--- src/design/crcpr_pkg.sv ---
package crcpr_pkg;

   localparam int BUFFER_DEPTH_DEFAULT = 256;
   localparam int COUNT_W              = 8;
   localparam int HEADER_LEN           = 4;

   localparam logic [7:0]  SYNC_BYTE_RESET = 8'hA5;
   localparam logic [7:0]  CRC8_POLY       = 8'h07;
   localparam logic [15:0] CRC16_POLY      = 16'h8408;
   localparam logic [15:0] CRC16_INIT      = 16'hFFFF;

   typedef enum logic {
      OP_RX_BYTE = 1'b0,
      OP_READ    = 1'b1
   } opcode_type;

   typedef enum logic [1:0] {
      RESP_ACK          = 2'd0,
      RESP_BAD_HEADER   = 2'd1,
      RESP_BAD_DATA     = 2'd2,
      RESP_OVERRUN      = 2'd3
   } resp_code_type;

   typedef enum logic [1:0] {
      PHASE_WAIT   = 2'd0,
      PHASE_HEADER = 2'd1,
      PHASE_BODY   = 2'd2
   } phase_type;

   typedef struct packed {
      opcode_type  opcode;
      logic [7:0]  data_byte;
   } req_payload_type;

   typedef struct packed {
      logic          resp_valid;
      resp_code_type resp_code;
      logic [7:0]    resp_cookie;
      logic          read_valid;
      logic [7:0]    read_data;
      logic [7:0]    available_count;
   } rsp_payload_type;

   // Everything of a result except the byte that comes out of the ring memory
   typedef struct packed {
      logic          resp_valid;
      resp_code_type resp_code;
      logic [7:0]    resp_cookie;
      logic          read_valid;
      logic [7:0]    available_count;
   } step_result_type;

   // CRC-8, MSB first
   function automatic logic [7:0] crc8_step(input logic [7:0] crc, input logic [7:0] d);
      logic [7:0] c;
      c = crc ^ d;
      for (int i = 0; i < 8; i++) begin
         c = c[7] ? ({c[6:0], 1'b0} ^ CRC8_POLY) : {c[6:0], 1'b0};
      end
      return c;
   endfunction

   // Reflected CRC-CCITT, LSB first
   function automatic logic [15:0] crc16_step(input logic [15:0] crc, input logic [7:0] d);
      logic [15:0] c;
      c = crc ^ {8'h00, d};
      for (int i = 0; i < 8; i++) begin
         c = c[0] ? ({1'b0, c[15:1]} ^ CRC16_POLY) : {1'b0, c[15:1]};
      end
      return c;
   endfunction

endpackage

--- src/design/crcpr_ring_mem.sv ---
module crcpr_ring_mem #(
   parameter int BUFFER_DEPTH = crcpr_pkg::BUFFER_DEPTH_DEFAULT,
   localparam int IDX_W = $clog2(BUFFER_DEPTH)
) (
   input  logic             clock,
   input  logic             wr_en,
   input  logic [IDX_W-1:0] wr_addr,
   input  logic [7:0]       wr_data,
   input  logic             rd_en,
   input  logic [IDX_W-1:0] rd_addr,
   output logic [7:0]       rd_data
);

   logic [7:0] ring_mem [BUFFER_DEPTH];
   logic [7:0] rd_data_ff;

   always_ff @(posedge clock) begin
      if (wr_en) begin
         ring_mem[wr_addr] <= wr_data;
      end
   end

   // read data holds until the next read
   always_ff @(posedge clock) begin
      if (rd_en) begin
         rd_data_ff <= ring_mem[rd_addr];
      end
   end

   assign rd_data = rd_data_ff;

endmodule

--- src/design/crcpr_frame_ctrl.sv ---
module crcpr_frame_ctrl #(
   parameter int BUFFER_DEPTH = crcpr_pkg::BUFFER_DEPTH_DEFAULT,
   localparam int IDX_W = $clog2(BUFFER_DEPTH)
) (
   input  logic                        clock,
   input  logic                        reset,
   input  logic                        csr_write,
   input  logic [7:0]                  csr_write_data,
   input  logic                        item_accept,
   input  crcpr_pkg::req_payload_type  item,
   output crcpr_pkg::step_result_type  result,
   output logic                        mem_wr_en,
   output logic [IDX_W-1:0]            mem_wr_addr,
   output logic [7:0]                  mem_wr_data,
   output logic                        mem_rd_en,
   output logic [IDX_W-1:0]            mem_rd_addr
);

   localparam logic [IDX_W-1:0] LAST_IDX = IDX_W'(BUFFER_DEPTH - 1);
   localparam logic [crcpr_pkg::COUNT_W-1:0] PROV_LIMIT =
      crcpr_pkg::COUNT_W'(BUFFER_DEPTH - 1);
   localparam logic [2:0] HDR_DONE = 3'(crcpr_pkg::HEADER_LEN);

   crcpr_pkg::phase_type phase_ff, phase_in;

   logic [7:0]  sync_byte_ff;
   logic [2:0]  header_index_ff, header_index_in;
   logic [7:0]  cookie_ff, cookie_in;
   logic [7:0]  remaining_ff, remaining_in;
   logic [15:0] expected_crc_ff, expected_crc_in;
   logic [7:0]  header_crc_ff, header_crc_in;
   logic [15:0] body_crc_ff, body_crc_in;
   logic [IDX_W-1:0] read_index_ff, read_index_in;
   logic [IDX_W-1:0] commit_index_ff, commit_index_in;
   logic [IDX_W-1:0] prov_index_ff, prov_index_in;
   logic [crcpr_pkg::COUNT_W-1:0] committed_count_ff, committed_count_in;
   logic [crcpr_pkg::COUNT_W-1:0] prov_count_ff, prov_count_in;

   logic        is_rx;
   logic        hdr_complete;
   logic        hdr_match;
   logic        body_room;
   logic        body_last;
   logic        body_good;
   logic [15:0] body_crc_next;
   logic [7:0]  remaining_dec;
   logic [IDX_W-1:0] read_next;
   logic [IDX_W-1:0] prov_next;

   assign is_rx         = item_accept && (item.opcode == crcpr_pkg::OP_RX_BYTE);
   assign hdr_complete  = (header_index_ff >= HDR_DONE);
   assign hdr_match     = (item.data_byte == header_crc_ff);
   assign body_room     = (prov_count_ff < PROV_LIMIT);
   assign remaining_dec = remaining_ff - 8'd1;
   assign body_last     = (remaining_dec == 8'd0);
   assign body_crc_next = crcpr_pkg::crc16_step(body_crc_ff, item.data_byte);
   assign body_good     = (expected_crc_ff == 16'h0000) || (body_crc_next == expected_crc_ff);
   assign read_next     = (read_index_ff == LAST_IDX) ? '0 : read_index_ff + 1'b1;
   assign prov_next     = (prov_index_ff == LAST_IDX) ? '0 : prov_index_ff + 1'b1;

   // next phase
   always_comb begin
      phase_in = phase_ff;
      if (is_rx) begin
         case (phase_ff)
            crcpr_pkg::PHASE_HEADER: begin
               if (hdr_complete) begin
                  phase_in = (hdr_match && remaining_ff != 8'd0) ?
                             crcpr_pkg::PHASE_BODY : crcpr_pkg::PHASE_WAIT;
               end
            end
            crcpr_pkg::PHASE_BODY: begin
               if (!body_room || body_last) begin
                  phase_in = crcpr_pkg::PHASE_WAIT;
               end
            end
            default: begin
               phase_in = (item.data_byte == sync_byte_ff) ?
                          crcpr_pkg::PHASE_HEADER : crcpr_pkg::PHASE_WAIT;
            end
         endcase
      end
   end

   // datapath, ring commands and result
   always_comb begin
      header_index_in    = header_index_ff;
      cookie_in          = cookie_ff;
      remaining_in       = remaining_ff;
      expected_crc_in    = expected_crc_ff;
      header_crc_in      = header_crc_ff;
      body_crc_in        = body_crc_ff;
      read_index_in      = read_index_ff;
      commit_index_in    = commit_index_ff;
      prov_index_in      = prov_index_ff;
      committed_count_in = committed_count_ff;
      prov_count_in      = prov_count_ff;
      mem_wr_en          = 1'b0;
      mem_rd_en          = 1'b0;
      result             = '0;

      if (item_accept && item.opcode == crcpr_pkg::OP_READ) begin
         if (committed_count_ff != '0) begin
            mem_rd_en          = 1'b1;
            result.read_valid  = 1'b1;
            read_index_in      = read_next;
            committed_count_in = committed_count_ff - 1'b1;
            prov_count_in      = prov_count_ff - 1'b1;
         end
      end else if (is_rx) begin
         case (phase_ff)
            crcpr_pkg::PHASE_HEADER: begin
               if (hdr_complete) begin
                  if (hdr_match) begin
                     if (remaining_ff != 8'd0) begin
                        body_crc_in   = crcpr_pkg::CRC16_INIT;
                        prov_index_in = commit_index_ff;
                        prov_count_in = committed_count_ff;
                     end else if (cookie_ff != 8'd0) begin
                        result.resp_valid  = 1'b1;
                        result.resp_code   = crcpr_pkg::RESP_ACK;
                        result.resp_cookie = cookie_ff;
                     end
                  end else begin
                     result.resp_valid = 1'b1;
                     result.resp_code  = crcpr_pkg::RESP_BAD_HEADER;
                  end
               end else begin
                  case (header_index_ff[1:0])
                     2'd0:    cookie_in             = item.data_byte;
                     2'd1:    remaining_in          = item.data_byte;
                     2'd2:    expected_crc_in[7:0]  = item.data_byte;
                     default: expected_crc_in[15:8] = item.data_byte;
                  endcase
                  header_index_in = header_index_ff + 3'd1;
                  header_crc_in   = crcpr_pkg::crc8_step(header_crc_ff, item.data_byte);
               end
            end
            crcpr_pkg::PHASE_BODY: begin
               if (body_room) begin
                  mem_wr_en     = 1'b1;
                  prov_index_in = prov_next;
                  body_crc_in   = body_crc_next;
                  prov_count_in = prov_count_ff + 1'b1;
                  remaining_in  = remaining_dec;
                  if (body_last) begin
                     if (body_good) begin
                        commit_index_in    = prov_next;
                        committed_count_in = prov_count_ff + 1'b1;
                        if (cookie_ff != 8'd0) begin
                           result.resp_valid  = 1'b1;
                           result.resp_code   = crcpr_pkg::RESP_ACK;
                           result.resp_cookie = cookie_ff;
                        end
                     end else begin
                        result.resp_valid  = 1'b1;
                        result.resp_code   = crcpr_pkg::RESP_BAD_DATA;
                        result.resp_cookie = cookie_ff;
                     end
                  end
               end else begin
                  result.resp_valid  = 1'b1;
                  result.resp_code   = crcpr_pkg::RESP_OVERRUN;
                  result.resp_cookie = cookie_ff;
               end
            end
            default: begin
               if (item.data_byte == sync_byte_ff) begin
                  header_crc_in   = item.data_byte;
                  header_index_in = 3'd0;
               end
            end
         endcase
      end

      result.available_count = committed_count_in;
   end

   assign mem_wr_addr = prov_index_ff;
   assign mem_wr_data = item.data_byte;
   assign mem_rd_addr = read_index_ff;

   always_ff @(posedge clock) begin
      if (reset) begin
         phase_ff           <= crcpr_pkg::PHASE_WAIT;
         sync_byte_ff       <= crcpr_pkg::SYNC_BYTE_RESET;
         header_index_ff    <= '0;
         cookie_ff          <= '0;
         remaining_ff       <= '0;
         expected_crc_ff    <= '0;
         header_crc_ff      <= '0;
         body_crc_ff        <= '0;
         read_index_ff      <= '0;
         commit_index_ff    <= '0;
         prov_index_ff      <= '0;
         committed_count_ff <= '0;
         prov_count_ff      <= '0;
      end else begin
         phase_ff           <= phase_in;
         if (csr_write) begin
            sync_byte_ff <= csr_write_data;
         end
         header_index_ff    <= header_index_in;
         cookie_ff          <= cookie_in;
         remaining_ff       <= remaining_in;
         expected_crc_ff    <= expected_crc_in;
         header_crc_ff      <= header_crc_in;
         body_crc_ff        <= body_crc_in;
         read_index_ff      <= read_index_in;
         commit_index_ff    <= commit_index_in;
         prov_index_ff      <= prov_index_in;
         committed_count_ff <= committed_count_in;
         prov_count_ff      <= prov_count_in;
      end
   end

endmodule

--- src/design/crcpr_out_stage.sv ---
module crcpr_out_stage (
   input  logic                        clock,
   input  logic                        reset,
   input  logic                        item_accept,
   input  crcpr_pkg::step_result_type  result,
   input  logic [7:0]                  mem_rd_data,
   output logic                        req_stall,
   output logic                        rsp_valid,
   input  logic                        rsp_stall,
   output crcpr_pkg::rsp_payload_type  rsp_payload
);

   // stage 1 waits for the ring read data, stage 2 is the output register
   logic                       s1_valid_ff;
   crcpr_pkg::step_result_type s1_result_ff;
   logic                       out_valid_ff;
   crcpr_pkg::rsp_payload_type out_payload_ff, out_payload_in;
   logic                       advance;

   assign advance   = s1_valid_ff && (!out_valid_ff || !rsp_stall);
   assign req_stall = s1_valid_ff && !advance;

   always_comb begin
      out_payload_in.resp_valid      = s1_result_ff.resp_valid;
      out_payload_in.resp_code       = s1_result_ff.resp_code;
      out_payload_in.resp_cookie     = s1_result_ff.resp_cookie;
      out_payload_in.read_valid      = s1_result_ff.read_valid;
      out_payload_in.read_data       = s1_result_ff.read_valid ? mem_rd_data : 8'h00;
      out_payload_in.available_count = s1_result_ff.available_count;
   end

   always_ff @(posedge clock) begin
      if (reset) begin
         s1_valid_ff  <= 1'b0;
         out_valid_ff <= 1'b0;
      end else begin
         if (item_accept) begin
            s1_valid_ff <= 1'b1;
         end else if (advance) begin
            s1_valid_ff <= 1'b0;
         end
         if (advance) begin
            out_valid_ff <= 1'b1;
         end else if (!rsp_stall) begin
            out_valid_ff <= 1'b0;
         end
      end
   end

   always_ff @(posedge clock) begin
      if (item_accept) begin
         s1_result_ff <= result;
      end
      if (advance) begin
         out_payload_ff <= out_payload_in;
      end
   end

   assign rsp_valid   = out_valid_ff;
   assign rsp_payload = out_payload_ff;

endmodule

--- src/design/crc_checked_packet_receiver_unit.sv ---
// Framed serial packet receiver with CRC checks and a committed byte ring.
//
// req_* : one transaction per item, either a received serial byte or a read
//         of one committed byte (opcode). Taken when req_valid && !req_stall.
// rsp_* : exactly one result transaction per request, in request order,
//         carrying the ack/error response, the read byte and the number of
//         committed bytes left. Taken when rsp_valid && !rsp_stall.
// csr_* : write of the sync byte; always ready. Write only while idle.
//
// Throughput is one request per cycle while req_stall is low. The request
// cycle reads/writes the ring memory and updates the framing state, the
// middle stage picks up the registered ring read data, then the result sits
// in the output register. The ring memory read latency sets the middle stage.
// When rsp_stall is held, one more request is taken into the middle stage
// and then req_stall rises until the output register drains.
// Reset (synchronous) clears framing state, indices and counts and restores
// the sync byte to 0xA5; the ring contents need no clearing, since only
// written entries are ever read.
module crc_checked_packet_receiver_unit #(
   parameter int BUFFER_DEPTH = crcpr_pkg::BUFFER_DEPTH_DEFAULT
) (
   input  logic                        clock,
   input  logic                        reset,
   input  logic                        req_valid,
   output logic                        req_stall,
   input  crcpr_pkg::req_payload_type  req_payload,
   output logic                        rsp_valid,
   input  logic                        rsp_stall,
   output crcpr_pkg::rsp_payload_type  rsp_payload,
   input  logic                        csr_valid,
   output logic                        csr_ready,
   input  logic [7:0]                  csr_write_data
);

   localparam int IDX_W = $clog2(BUFFER_DEPTH);

   logic                       item_accept;
   crcpr_pkg::step_result_type step_result;
   logic                       mem_wr_en;
   logic [IDX_W-1:0]           mem_wr_addr;
   logic [7:0]                 mem_wr_data;
   logic                       mem_rd_en;
   logic [IDX_W-1:0]           mem_rd_addr;
   logic [7:0]                 mem_rd_data;

   assign item_accept = req_valid && !req_stall;
   assign csr_ready   = 1'b1;

   // framing, CRCs, ring pointers and counts
   crcpr_frame_ctrl #(
      .BUFFER_DEPTH (BUFFER_DEPTH)
   ) u_frame_ctrl (
      .clock          (clock),
      .reset          (reset),
      .csr_write      (csr_valid && csr_ready),
      .csr_write_data (csr_write_data),
      .item_accept    (item_accept),
      .item           (req_payload),
      .result         (step_result),
      .mem_wr_en      (mem_wr_en),
      .mem_wr_addr    (mem_wr_addr),
      .mem_wr_data    (mem_wr_data),
      .mem_rd_en      (mem_rd_en),
      .mem_rd_addr    (mem_rd_addr)
   );

   // ring buffer; a byte written by one transaction is readable by the next
   crcpr_ring_mem #(
      .BUFFER_DEPTH (BUFFER_DEPTH)
   ) u_ring_mem (
      .clock   (clock),
      .wr_en   (mem_wr_en),
      .wr_addr (mem_wr_addr),
      .wr_data (mem_wr_data),
      .rd_en   (mem_rd_en),
      .rd_addr (mem_rd_addr),
      .rd_data (mem_rd_data)
   );

   // read-latency stage plus output register
   crcpr_out_stage u_out_stage (
      .clock       (clock),
      .reset       (reset),
      .item_accept (item_accept),
      .result      (step_result),
      .mem_rd_data (mem_rd_data),
      .req_stall   (req_stall),
      .rsp_valid   (rsp_valid),
      .rsp_stall   (rsp_stall),
      .rsp_payload (rsp_payload)
   );

`ifndef SYNTHESIS
   // requests back up only behind a full, stalled output
   a_stall_only_when_full: assert property (@(posedge clock) disable iff (reset)
      req_stall |-> (rsp_valid && rsp_stall))
      else $error("request stalled while output can drain");

   // an accepted request reaches the output when the output is not stalled
   a_result_arrives: assert property (@(posedge clock) disable iff (reset)
      (item_accept ##1 !rsp_stall) |=> rsp_valid)
      else $error("result lost in pipeline");

   // ring occupancy never reaches the full depth
   a_count_bound: assert property (@(posedge clock) disable iff (reset)
      rsp_valid |-> (int'(rsp_payload.available_count) <= BUFFER_DEPTH - 1))
      else $error("committed count exceeds ring capacity");
`endif

endmodule

--- config.mk ---
export PLATFORM = sky130hd
export DESIGN_NAME = crc_checked_packet_receiver_unit
export DESIGN_NICKNAME = d
export VERILOG_FILES = /design/src/design/crcpr_pkg.sv /design/src/design/crcpr_ring_mem.sv /design/src/design/crcpr_frame_ctrl.sv /design/src/design/crcpr_out_stage.sv /design/src/design/crc_checked_packet_receiver_unit.sv
export SDC_FILE = /design/constraint.sdc
export NUM_CORES = 2
export LEC_CHECK = 0
export BUFFER_PORTS_ARGS = -buffer_cell sky130_fd_sc_hd__buf_2
export CAP_MARGIN = 20
export CORE_MARGIN = 10
export CORE_UTILIZATION = 36
export DETAILED_ROUTE_END_ITERATION = 12
export HOLD_SLACK_MARGIN = 0.08
export PLACE_DENSITY = 0.56
export SETUP_SLACK_MARGIN = 0.2
export SLEW_MARGIN = 10
export SYNTH_ARGS = -nofsm -noshare
export SYNTH_HDL_FRONTEND = slang
export SYNTH_SLANG_ARGS = --single-unit
--- constraint.sdc ---
create_clock -name clock -period 3.6 [get_ports clock]
set_input_delay 0.18 -clock clock [delete_from_list [all_inputs] [get_ports clock]]
set_output_delay 0.18 -clock clock [all_outputs]
set_load 0.01 [all_outputs]
==> impl_metrics.json <==
{
  "status": "complete, no violations",
  "synth_largest_area_cell": "edfxtp_1",
  "post-route-period-util": 0.928,
  "critPathTopFamily": "buffers and inverters",
  "r2r_start": "u_frame_ctrl.mem_rd_addr[0]$_SDFFE_PP0P_",
  "grt_first_pass_wirelength_um": 357000,
  "cts_inserted_buffers": 222,
  "post-route-worst-setup-slack_ps": 259,
  "critPathMaxStageDelay_ps": 610,
  "met2_usage": 0.298,
  "irDropWorstVdd_mv": 0.495,
  "drc_errors": 0,
  "die_h_um": 514,
  "drtPass1Iterations": 5,
  "post_drt_wl_per_cell_um": 29.6,
  "required_ps": 4210,
  "dp_hpwl_um": 161000,
  "synth_edf_count": 2104,
  "start_util": 0.361,
  "fin_nets": 5129,
  "cp_cell_sequence": "buf_12 -> inv_2 -> buf_12 -> mux4_2 -> o21ai_0 -> a31oi_1 -> a2bb2oi_1",
  "crit_path_top_delay_cell": "mux4_2",
  "busiest_layer": "met2",
  "yosysTopAreaCellShare": 0.720,
  "cts_max_level": 4,
  "io_buffers": 51,
  "grt_pass1_vias": 46867,
  "use_met3": 0.0321,
  "yosysMostFrequentCell": "edfxtp_1",
  "synth_fp_nets": 4540,
  "reg2reg_setup_slack_ps": 260,
  "power_leakage_nw": 32.2,
  "clock_latency_ps": 890,
  "place_ws_ps": -203,
  "ant_nets": 0,
  "slew_headroom": 0.238,
  "ios": 53,
  "ys_warn_count": 0,
  "dieArea_um2": 264000,
  "fmax_mhz": 299,
  "hp-start": "req_valid",
  "fp-row-count": 181,
  "clockRootBuffer": "clkbuf_16",
  "dr.first_iter.drc_count": 5142,
  "use_met1": 0.260,
  "final_area_um2": 103000,
  "clock_path_buffers": 3,
  "syn_area_per_cell_um2": 19.5,
  "async_flop_share": 0,
  "synthFlopType": "edfxtp_1",
  "cp_max_fo": 16,
  "syn_inst": 4497,
  "postPlaceCellArea_um2": 95700,
  "wirelength_um": 251000,
  "path_buf_inv": 3,
  "gp_congestion": 0.835,
  "cts.clk_slew.worst_paths_ps": 70,
  "clock_skew_ps": 44.4,
  "seq_area_frac_synth": 0.745,
  "cap_viol_max_count": 0,
  "cp-end-kind": "flop",
  "vias": 47093,
  "drive_gt1_frac": 0.290,
  "routed_via_density": 5.56,
  "drv_slew": 0,
  "grt_usage": 0.186,
  "worstHoldPathType": "primary input to flop",
  "rsz0062_at_grt": "yes",
  "worst_pin_slew_ps": 1140,
  "cp-startpoint": "u_frame_ctrl.mem_rd_addr[0]$_SDFFE_PP0P_",
  "hold-worst-slack_ps": 209,
  "cts_tree": "done",
  "fp.coreArea_um2": 243000,
  "grt_max_degree": 182,
  "yosys-top-cells-area": "edfxtp_1 72%, mux4_2 14%, dfxtp_1 2.5%, nor2_1 1.6%, mux2i_1 1.6%",
  "finalSetupViolations": 0,
  "synthTopCellsByCount": "2,104 x edfxtp_1, 552 x mux4_2, 376 x nor2_1, 185 x nand2_1, 139 x mux2i_1",
  "areaGrowthSynthToFinish_pct": 17.8,
  "critical_path_class": "flop to flop",
  "synthDistinctLibCells": 78,
  "setup.worst_path.start_class": "flop",
  "cp_common_cell": "buf_12",
  "arrival_ps": 3950,
  "synth-seq-cells": 2215,
  "hold_violations": 0,
  "netlist_area_um2": 87800,
  "nFillCells": 21164,
  "antenna_found_initial": 12,
  "grt-ovfl-total": 0,
  "post-route-min-period_ps": 3340,
  "cts.sink_count": 2215,
  "die_w_um": 514,
  "pwr_density_cell_nw_per_um2": 572
}
[worst register-to-register path, cell delays in order, from the launching register on]
cell and delay [ps]:
dfxtp_4 400, buf_12 190, inv_2 570, buf_12 340, mux4_2 630, o21ai_0 460
a31oi_1 300, a2bb2oi_1 190
[final cells by class]
class | instances | area, um2 | area share
tap | 3202 | 4010 | 0.0387
multi-input combinational | 1977 | 21200 | 0.205
timing repair buffer | 637 | 5550 | 0.0536
antenna | 7 | 17.5 | 0.000169
sequential | 2215 | 65400 | 0.633
clock inverter | 110 | 1170 | 0.0113
clock buffer | 290 | 5930 | 0.0574
inverter | 33 | 125 | 0.00121
[layout by cell type (no fill, tap or decap), types with 58 or more instances in the layout]
cell       netlist  final
clkbuf_16        0    225
edfxtp_1      2104   2104
nand3_1         75     70
a21oi_1        108    108
mux4_2         552    552
nor2_1         376    372
a22oi_1         58     58
mux2i_1        139    139
nand2_1        185    174
clkbuf_1       119     58
buf_4           13    489
dfxtp_1        111    105
[cells by family after synthesis]
logic type / Yosys count / share of synthesized area
adders and majority gates: 21 / 0.00299
other: 1 / 0.0000427
and+or+nand+nor: 787 / 0.0389
AOI/OAI and AO/OA: 379 / 0.0293
xor gates and xnor gates: 90 / 0.0102
DFF: 2215 / 0.745
muxes: 699 / 0.158
buffers and inverters: 305 / 0.0153
[sequential cells by signal, summed over array words and instances, names as in the netlist, 2 cells and up]
signal                           cells
u_frame_ctrl.sync_byte_ff            8
u_frame_ctrl.committed_count_ff      8
u_frame_ctrl.header_index_ff         3
u_frame_ctrl.prov_count_ff           8
u_frame_ctrl.mem_rd_addr             8
u_out_stage.out_payload_in          20
u_frame_ctrl.header_crc_ff           8
u_frame_ctrl.commit_index_ff         8
u_frame_ctrl.expected_crc_ff        16
u_frame_ctrl.phase_ff                2
u_frame_ctrl.remaining_ff            8
u_ring_mem.rd_data                   8
u_out_stage.rsp_payload             28
u_frame_ctrl.body_crc_ff            16
u_ring_mem.ring_mem               2048
u_frame_ctrl.cookie_ff               8
u_frame_ctrl.mem_wr_addr             8
[routing by layer]
metal | part of all wire | wire length, um
met3 | 0.073 | 18400
met1 | 0.42 | 105000
met2 | 0.48 | 120000
met5 | 0.000048 | 12
met4 | 0.030 | 7580
[where the power goes]
group | internal, mW | switching [mW]
Sequential | 28.5 | 0.205
Combinational | 3.62 | 4.11
Clock | 12.8 | 9.90
[per-stage QoR]
stage	utilization	cells	TNS [ps]	total power, mW
2_1_floorplan	-	4497	0	34.0
3_3_place_gp	0.394	8013	-34270	36.8
3_5_place_dp	0.394	8013	-11600	36.9
4_1_cts	0.425	8457	0	59.6
5_1_grt	0.425	8466	0	61.1
6_report	0.426	8471	0	59.1
[worst paths after layout]
check,to,cells past startpoint
max,u_ring_mem.rd_data[0]$_DFFE_PP_,7
min,u_out_stage.s1_valid_ff$_SDFFE_PP0P_,4
max reg2reg,u_ring_mem.rd_data[0]$_DFFE_PP_,7
min reg2reg,u_out_stage.rsp_payload[5]$_DFFE_PP_,0
[repair_timing]
action,CTS,global route
hold endpoints to repair,312,0
cloned,0,1
pin swaps,1,2
setup buffers,3,4
hold buffers,41,0
setup endpoints to repair,414,195
gates resized for setup,11,9
Note: power is estimated with default switching activity, not from simulation.
